$ cat src/sv/fls_pkg.sv
// Shared types and constants for the frequency limit residency statistics block.
// Holds field widths, item and status codes, controller states and interface structs.
// No dependencies.
`default_nettype none

package fls_pkg;

  localparam int KIND_W  = 2;
  localparam int INDEX_W = 4;
  localparam int FREQ_W  = 24;
  localparam int TIME_W  = 32;
  localparam int RES_W   = 64;
  localparam int COUNT_W = 32;
  localparam int CFG_W   = 5;
  localparam int STAT_W  = 2;

  typedef enum logic [KIND_W-1:0] {
    KIND_LOAD   = 2'd0,
    KIND_START  = 2'd1,
    KIND_UPDATE = 2'd2,
    KIND_READ   = 2'd3
  } kind_t;

  localparam logic [STAT_W-1:0] STAT_DONE    = 2'd0;
  localparam logic [STAT_W-1:0] STAT_SKIP    = 2'd1;
  localparam logic [STAT_W-1:0] STAT_MISSING = 2'd2;

  typedef enum logic [2:0] {
    S_IDLE,
    S_SCAN,
    S_FRD,
    S_FWR,
    S_CRD,
    S_CWR,
    S_READ,
    S_DONE
  } state_t;

  typedef struct packed {
    logic [RES_W-1:0]   floor_dwell;
    logic [COUNT_W-1:0] floor_changes;
    logic [RES_W-1:0]   ceiling_dwell;
    logic [COUNT_W-1:0] ceiling_changes;
  } stats_t;

  typedef struct packed {
    logic rd;
    logic wr;
  } stats_cmd_t;

  typedef struct packed {
    logic [STAT_W-1:0] status;
    logic [FREQ_W-1:0] frequency;
    stats_t            stats;
  } result_t;

endpackage

`default_nettype wire

$ cat src/sv/fls_stats_mem.sv
// Statistics memory: residency times and change counts per table entry.
// Per-entry valid bits make unwritten entries read as zero after reset. Depends on fls_pkg.
`default_nettype none

module fls_stats_mem #(
  parameter int ENTRIES = 16
) (
  input  wire logic                clk,
  input  wire logic                rst,
  input  wire fls_pkg::stats_cmd_t cmd,
  input  wire logic [(ENTRIES > 1 ? $clog2(ENTRIES) : 1)-1:0] addr,
  input  wire fls_pkg::stats_t     wr_data,
  output fls_pkg::stats_t          rd_data
);

  fls_pkg::stats_t      mem [ENTRIES];
  logic [ENTRIES-1:0]   valid;
  fls_pkg::stats_t      rd_raw;
  logic                 rd_valid;

  always_ff @(posedge clk) begin
    if (cmd.wr) begin
      mem[addr] <= wr_data;
    end
    if (cmd.rd) begin
      rd_raw <= mem[addr];
    end
  end

  always_ff @(posedge clk) begin
    if (rst) begin
      valid    <= '0;
      rd_valid <= 1'b0;
    end else begin
      if (cmd.wr) begin
        valid[addr] <= 1'b1;
      end
      if (cmd.rd) begin
        rd_valid <= valid[addr];
      end
    end
  end

  assign rd_data = rd_valid ? rd_raw : '0;

endmodule

`default_nettype wire

$ cat config.mk
export PLATFORM = sky130hd
export DESIGN_NAME = fls_stats_mem
export DESIGN_NICKNAME = d
export VERILOG_FILES = /design/src/sv/fls_pkg.sv /design/src/sv/fls_stats_mem.sv
export SDC_FILE = /design/constraint.sdc
export NUM_CORES = 2
export LEC_CHECK = 0
export ABC_AREA = 0
export BUFFER_PORTS_ARGS = -buffer_cell sky130_fd_sc_hd__buf_2
export CAP_MARGIN = 40
export CORE_MARGIN = 2
export CORE_UTILIZATION = 43
export DETAILED_ROUTE_END_ITERATION = 16
export SKIP_LAST_GASP = 1
export SYNTH_ARGS = -nofsm -noshare
export SYNTH_HDL_FRONTEND = slang
export SYNTH_SLANG_ARGS = --single-unit
$ cat constraint.sdc
create_clock -name clk -period 16.3 [get_ports clk]
set_clock_uncertainty 0.05 [all_clocks]
set_input_delay 2.445 -clock clk [delete_from_list [all_inputs] [get_ports clk]]
set_output_delay 2.445 -clock clk [all_outputs]
set_load 0.02 [all_outputs]
==> reports/metrics.cfg <==
[critical_path]
crit_family = buffers and inverters
endpoint = mem[15][105]
critPathSlowestCell = buf_4
crit_chain = buf_8 -> nand2_1 -> nor2_4 -> buf_4 -> buf_4 -> buf_4
path_max_fanout = 85
r2r-end = rd_raw[10]
crit_top_cell = buf_4
required_ps = 16710
worstSetupPathType = in -> reg
crit_buf_inv = 4
cp.depth = 6
r2r_slack_ps = 14530
r2r_cells = 2
startpoint_type = primary input
rr_startpoint = mem[7][10]
critPathArrivalTime_ps = 6750
slowest_delay_ps = 750
critPathCaptureType = register
crit_start = addr[3]

[clock_network]
cts_sinks = 3281
clockRootBuffer = clkbuf_16
insertion_delay_ps = 890
cts_hold_buf = 0
cts_tree = yes
clockBufferDepth = 4
htreeDepth = 5
postCtsSetupRepairBufs = 0
cts_resized = 0
path_clk_slew_ps = 60
cts_buffers = 340

[routing]
num_vias = 54300
drt_iter0_drc = 5977
drcViolationCount = 0
drtPass1Iterations = 7
via_per_inst = 5.75
ant_nets = 0
wl_um = 288000
avgRoutedWirePerCell_um = 30.5

[logic_synthesis]
synthesis.area_mm2 = 0.123
synth_nets = 4949
seq_area_frac_synth_pct = 80.1
synth-edff-count = 3264
ys.flop_type = edfxtp_1
yosysTopAreaCellShare_pct = 79.8
avgSynthCellArea_um2 = 25.9
synth_top_cell_by_area = edfxtp_1
synthTopCellsByArea = edfxtp_1 (80%), mux4_2 (18%), and2_1 (0.98%)
synth_cell_types = 25
async_reset_ff_share_pct = 0
syn_inst = 4749
ys_ff_latch = 3281
yosysMostFrequentCell = edfxtp_1
yosysWarnings = 0
synth_commonest_cells = edfxtp_1 (3264), mux4_2 (964), and2_1 (193)

[grt]
track_usage_pct = 19.7
grt-ovfl-total = 0
antenna_found_initial = 106
grt_pass1_vias = 56200
grt_max_degree = 108
grt_pass1_wl_um = 412000

[placed_design]
dpl-instance-area_mm2 = 0.131
hpwl_um = 146000
port_buffers = 391
routabilityCongestion = 0.715

[run_status]
status = completed

[timing]
hold_viol = 0
setup_violations = 0
rsz0062_at_grt = no
fin_crit_sh_pct = 38.9
clock.fmax_mhz = 158
fin_crit_ps = 6350
finalMaxSlewViolations = 0
slew_headroom_pct = 22.0
tightest_slew_ps = 1170
fin_tns_setup_ps = 0

[floorplanning]
die_w_um = 538
placementRows = 196
ios = 392
dieHeight_um = 538
initial_utilization_pct = 43.1
core_mm2 = 0.285
dieArea_mm2 = 0.290

[min_path]
hold_path_class = reg -> reg

[cells_and_area]
syn_to_final_growth_pct = 15.2
num-fill-cells = 22300
post-route-util_pct = 49.7
layout.nets = 5590
final_area_mm2 = 0.141
drive_gt1_share_pct = 34.8

[power_and_ir_drop]
power_density_mw_per_mm2 = 126
ir_drop_mv = 0.0996
total_leakage_power_nw = 44.7

[run]
cap_violations = 0

cells in the final DEF, fill, tap and decap left out, types with 6 or more instances in the layout:
| cell | netlist | routed |
|---|---|---|
| buf_16 | 0 | 43 |
| clkbuf_1 | 137 | 76 |
| nor2_1 | 29 | 17 |
| mux4_2 | 964 | 964 |
| dfxtp_1 | 17 | 16 |
| clkbuf_16 | 0 | 345 |
| clkinv_2 | 0 | 39 |
| clkinv_16 | 0 | 6 |
| buf_4 | 40 | 81 |
| bufinv_16 | 0 | 21 |
| buf_2 | 38 | 386 |
| diode_2 | 0 | 32 |
| a21oi_1 | 12 | 12 |
| clkinvlp_4 | 0 | 8 |
| and2_1 | 193 | 193 |
| clkinv_1 | 0 | 84 |
| inv_6 | 0 | 7 |
| nor2_4 | 0 | 12 |
| buf_12 | 0 | 29 |
| edfxtp_1 | 3264 | 3264 |
layout make-up:
type	count	area, um^2	share of cell area, %
tap	3762	4710	3.33
antenna	32	80.1	0.0566
sequential	3281	98400	69.5
multi-input combinational	1224	23400	16.5
clock buffer	425	8970	6.34
timing repair buffer	543	4360	3.09
clock inverter	176	1580	1.12
stage by stage:
stage                     setup slack, ps  hold WS [ps]  cells  total power (W)
after floorplan                      3860           381   4749           0.0102
after global placement               9040           393   8756           0.0106
after detailed placement             9050           407   8810           0.0106
after CTS                            9960           423   9411           0.0180
after global routing                 9820           444   9415           0.0183
final                                9950           419   9443           0.0178
tightest hold or removal path: stages (launching register included):
cell,delay (ps)
dfxtp_1,320
a21oi_1,40
nor2_1,70
layer usage:
metal,GRT usage [%],share of wire [%]
met2,30.9,47
met3,4.34,8.0
met4,4.45,2.0
met1,28.5,42
met5,0,0.16
report_power, final:
group          switching (W)  leakage (nW)  internal [W]
clock network        0.00314          5.12       0.00424
logic               0.000485          9.84      0.000372
registers          0.0000542          29.8       0.00950
state kept, by name, indices dropped and copies added, names as in the netlist:
name      flops
valid        16
rd_valid      1
rd_raw      192
mem        3072
cell families after synthesis:
family	count (synthesis)	share of synthesized area [%]
simple gates	240	1.17
flops	3281	80.1
buf+inv	244	0.950
mux	966	17.7
compound gates	18	0.0825
how the worst min path moves through the flow:
stage	from	to	slack, ps	cells past startpoint
after floorplan	valid[10]	valid[10]	380	2
after global placement	valid[15]	valid[15]	390	2
after detailed placement	valid[15]	valid[15]	410	2
after CTS	valid[9]	valid[9]	420	2
after global routing	valid[3]	valid[3]	440	2
final	valid[9]	valid[9]	420	2
No activity file was read; power rests on OpenSTA's default activity.
