`config.mk`:
```
export PLATFORM = sky130hd
export DESIGN_NAME = fls_freq_mem
export DESIGN_NICKNAME = d
export VERILOG_FILES = /design/src/sv/fls_pkg.sv /design/src/sv/fls_freq_mem.sv
export SDC_FILE = /design/constraint.sdc
export NUM_CORES = 1
export LEC_CHECK = 0
export BUFFER_PORTS_ARGS = -buffer_cell sky130_fd_sc_hd__buf_2
export CORE_AREA = 3 3 199 201
export DETAILED_ROUTE_END_ITERATION = 12
export DIE_AREA = 0 0 202 204
export HOLD_SLACK_MARGIN = 0.05
export PLACE_DENSITY_LB_ADDON = 0.2
export SYNTH_ARGS = -nofsm -noshare
export SYNTH_HDL_FRONTEND = slang
export SYNTH_SLANG_ARGS = --single-unit
```
`constraint.sdc`:
```
create_clock -name clk -period 8.8 [get_ports clk]
set_input_delay 0.88 -clock clk [delete_from_list [all_inputs] [get_ports clk]]
set_output_delay 0.88 -clock clk [all_outputs]
set_load 0.05 [all_outputs]
```
`src/sv/fls_pkg.sv`:
```
// Shared types and constants for the frequency limit residency statistics block.
// Holds field widths, item and status codes, controller states and interface structs.
// No dependencies.
`default_nettype none

package fls_pkg;

  localparam int KIND_W  = 2;
  localparam int INDEX_W = 4;
  localparam int FREQ_W  = 24;
  localparam int TIME_W  = 32;
  localparam int RES_W   = 64;
  localparam int COUNT_W = 32;
  localparam int CFG_W   = 5;
  localparam int STAT_W  = 2;

  typedef enum logic [KIND_W-1:0] {
    KIND_LOAD   = 2'd0,
    KIND_START  = 2'd1,
    KIND_UPDATE = 2'd2,
    KIND_READ   = 2'd3
  } kind_t;

  localparam logic [STAT_W-1:0] STAT_DONE    = 2'd0;
  localparam logic [STAT_W-1:0] STAT_SKIP    = 2'd1;
  localparam logic [STAT_W-1:0] STAT_MISSING = 2'd2;

  typedef enum logic [2:0] {
    S_IDLE,
    S_SCAN,
    S_FRD,
    S_FWR,
    S_CRD,
    S_CWR,
    S_READ,
    S_DONE
  } state_t;

  typedef struct packed {
    logic [RES_W-1:0]   floor_dwell;
    logic [COUNT_W-1:0] floor_changes;
    logic [RES_W-1:0]   ceiling_dwell;
    logic [COUNT_W-1:0] ceiling_changes;
  } stats_t;

  typedef struct packed {
    logic rd;
    logic wr;
  } stats_cmd_t;

  typedef struct packed {
    logic [STAT_W-1:0] status;
    logic [FREQ_W-1:0] frequency;
    stats_t            stats;
  } result_t;

endpackage

`default_nettype wire

```
`src/sv/fls_freq_mem.sv`:
```
// Frequency table memory: one synchronous port, registered read data.
// Contents are undefined until written. Depends on fls_pkg.
`default_nettype none

module fls_freq_mem #(
  parameter int ENTRIES = 16
) (
  input  wire logic                             clk,
  input  wire logic                             wr_en,
  input  wire logic                             rd_en,
  input  wire logic [(ENTRIES > 1 ? $clog2(ENTRIES) : 1)-1:0] addr,
  input  wire logic [fls_pkg::FREQ_W-1:0]       wr_data,
  output logic      [fls_pkg::FREQ_W-1:0]       rd_data
);

  logic [fls_pkg::FREQ_W-1:0] mem [ENTRIES];

  always_ff @(posedge clk) begin
    if (wr_en) begin
      mem[addr] <= wr_data;
    end
  end

  always_ff @(posedge clk) begin
    if (rd_en) begin
      rd_data <= mem[addr];
    end
  end

endmodule

`default_nettype wire

```
==> impl_metrics.tcl <==
set metrics [dict create \
    routabilityCongestion 0.7140 \
    slew_violations 0 \
    ir_worst_vdd_mv 0.1332 \
    crit_type "in2reg" \
    post-route-period-util 0.3766 \
    clk_latency_ns 0.54 \
    grt_pass1_vias 7320 \
    cts_made_buffers 42 \
    wirelength_mm 33.44 \
    synth-seq-cells 408 \
    rr_worst_depth 3 \
    p_int_mw 3.435 \
    synth-xor-area-share 0 \
    cpPeakStageDelay_ns 0.71 \
    worst_slack_ns 5.486 \
    finalSetupViolations 0 \
    ys_warn_count 0 \
    numPlacedInstances 1186 \
    path_common_cell "buf_4" \
    cts_buffer_depth 3 \
    synth.area.mux_share 0.1423 \
    wire_per_inst_um 26.48 \
    utilization 0.4678 \
    yosysMostFrequentCell "edfxtp_1" \
    drc 0 \
    slowest_stage "buf_4" \
    grt_overflow 0 \
    route.met3.wl_mm 1.656 \
    synthCells 637 \
    routed-wl-met2_mm 17.51 \
    synthTopCellsByArea "edfxtp_1, mux4_2, a22oi_1, nand2_1, clkbuf_1" \
    viasPerCell 5.339 \
    die_w_um 202 \
    ant_nets 0 \
    start_util 0.4025 \
    cts_setup_buffers 0 \
    cts.sinks 408 \
    async_flop_share 0 \
    total_power_mw 4.298 \
    core_area_um2 37760 \
    path_cells "buf_6 > buf_4 > buf_4 > mux4_2 > a22oi_1 > nand2_1" \
    yosys.area_share.simple 0.01466 \
    area_growth_pct 16.23 \
    io_pins 55 \
    htreeDepth 2 \
    pre_cts_ws_ns 4.807 \
    port-buffer-count 54 \
    fin_area_um2 17660 \
    ys_seq_area_frac 0.8063 \
    cts.clk_slew.worst_paths_ns 0.06 \
    fmax_mhz 301.8 \
    switchingPower_mw 0.8628 \
    vias 6743 \
    required_ns 9.09 \
    timing.final.hold_violations 0 \
    grt_pass1_wl_mm 49.55 \
    synthFlopType "edfxtp_1" \
    hold_path.class "in2reg" \
    placed_area_um2 16190 \
    cpLargestDelayFamily "buffers and inverters" \
    p_leak_nw 5.606 \
    r2r_end "rd_data[3]" \
    fin_worst_skew_ns 0.01183 \
    max_slew_margin 0.2471 \
    antenna_found_initial 2 \
    crit_start "addr[0]" \
    rsz0062_at_grt "no" \
    cap_violations 0 \
    clock_power_share 0.437 \
    power_frac_seq 0.512 \
    synth_top_area_share 0.8063 \
    cts_resized 0 \
    rrSetupSlack_ns 7.27 \
    nets 750 \
    cp-end-kind "flip-flop" \
    die_h_um 204 \
    cp.depth 6 \
    crit_end "rd_data[23]" \
    min_period_ns 3.314 \
    worst_pin_slew_ns 1.127 \
    drt-met1-wl_mm 13.62 \
    top_layer_used "met5" \
    hold_buffers 0 \
    synth.avg_cell_area_um2 23.86 \
    hpwl_mm 17.49 \
    synth_nets 668 \
    dr.pass1.iters 5 \
    synthAdderAreaFrac 0 \
    num_antenna_cells 0 \
    ys_top_cells_by_count "edfxtp_1, mux4_2, a22oi_1" \
    grt_max_degree 53 \
    drt_iter0_drc 517 \
    synth_top_family_by_area "multiplexers" \
    finalSetupTns_ns 0 \
    cts_root_buf "clkbuf_16" \
    cp_max_fo 36 \
    cp_data_arrival_time_ns 3.60 \
    std_cell_rows 71 \
    final_cells 1263 \
    cts_tree "done" \
    outcome "finished, final reports clean" \
    combPwrFrac 0.051 \
    critPathBufInv 3 \
    worstSetupStartpointType "input pin" \
    grt_usage 0.1657 \
    drive_above_1_share 0.3338 \
    synth-edff-count 408 \
    timing.rr.start "mem[3][3]" \
    synth_area_um2 15200 \
    powerDensity_nw_per_um2 243.4 \
    dieArea_um2 41210 \
    synth-compound-area-share 0.02371 \
    swShare 0.2007 \
    synth_top_area_cell "edfxtp_1" \
    whs_ns 0.7134 \
    synth.distinct_cells 18 \
]
cell families (layout without fill, tap and decap cells):
group                  after synthesis  in the layout
flip-flops                         408            408
multiplexers                        96             96
buffers and inverters               34            149
AND/OR/NAND/NOR                     51             51
AO/OA/AOI/OAI                       48             48
cell usage in the layout (no fill, tap or decap):
master     instances
edfxtp_1         408
mux4_2            96
buf_2             52
a22oi_1           48
clkbuf_16         45
nand2_1           25
buf_4             19
clkbuf_1          13
nor2_4            12
clkinv_2           8
bufinv_16          8
nor3_4             3
nor2b_2            2
nand3b_1           2
nand2b_1           2
clkinv_1           2
and2_2             1
nor2_2             1
nand3_1            1
or3b_2             1
nor3_2             1
inv_8              1
buf_6              1
power by group through the flow:
stage               Sequential (mW)  Combinational, mW  Clock [mW]
finish                         2.20              0.217        1.88
global route                   2.20              0.235        2.00
CTS                            2.20              0.222        1.92
detailed placement             2.24              0.223           0
global placement               2.24              0.217           0
floorplan                      2.27              0.107           0
state kept, by name (all words and copies together) (netlist names):
register,flops
rd_data,24
mem,384
metal layers:
layer	vias to the layer above	GRT usage
met1	3622	0.2139
met4	4	0.04087
met2	179	0.2929
met5	-	0
li1	2891	-
met3	47	0.03074
worst reg2reg max path, stage by stage, from the launching register on:
cell and delay (ns):
edfxtp_1 0.39, mux4_2 0.48, a22oi_1 0.23, nand2_1 0.14
worst min-delay path by stage:
stage | from | to | slack [ns] | cells after the start
after floorplan | mem[14][0] | rd_data[0] | 0.71 | 3
after global placement | mem[14][6] | rd_data[6] | 0.72 | 3
after detailed placement | mem[14][13] | rd_data[13] | 0.74 | 3
after CTS | wr_data[20] | mem[0][20] | 0.69 | 1
after global routing | wr_data[20] | mem[0][20] | 0.71 | 1
final | wr_data[20] | mem[10][20] | 0.71 | 1
cell type report:
cell class,instances,area [um^2]
fill,3068,20090
sequential,408,12250
multi-input combinational,195,2883
clock buffer,58,1175
tap,511,639.4
timing repair buffer,72,414.1
clock inverter,19,299.0
No activity file was read; power rests on OpenSTA's default activity.
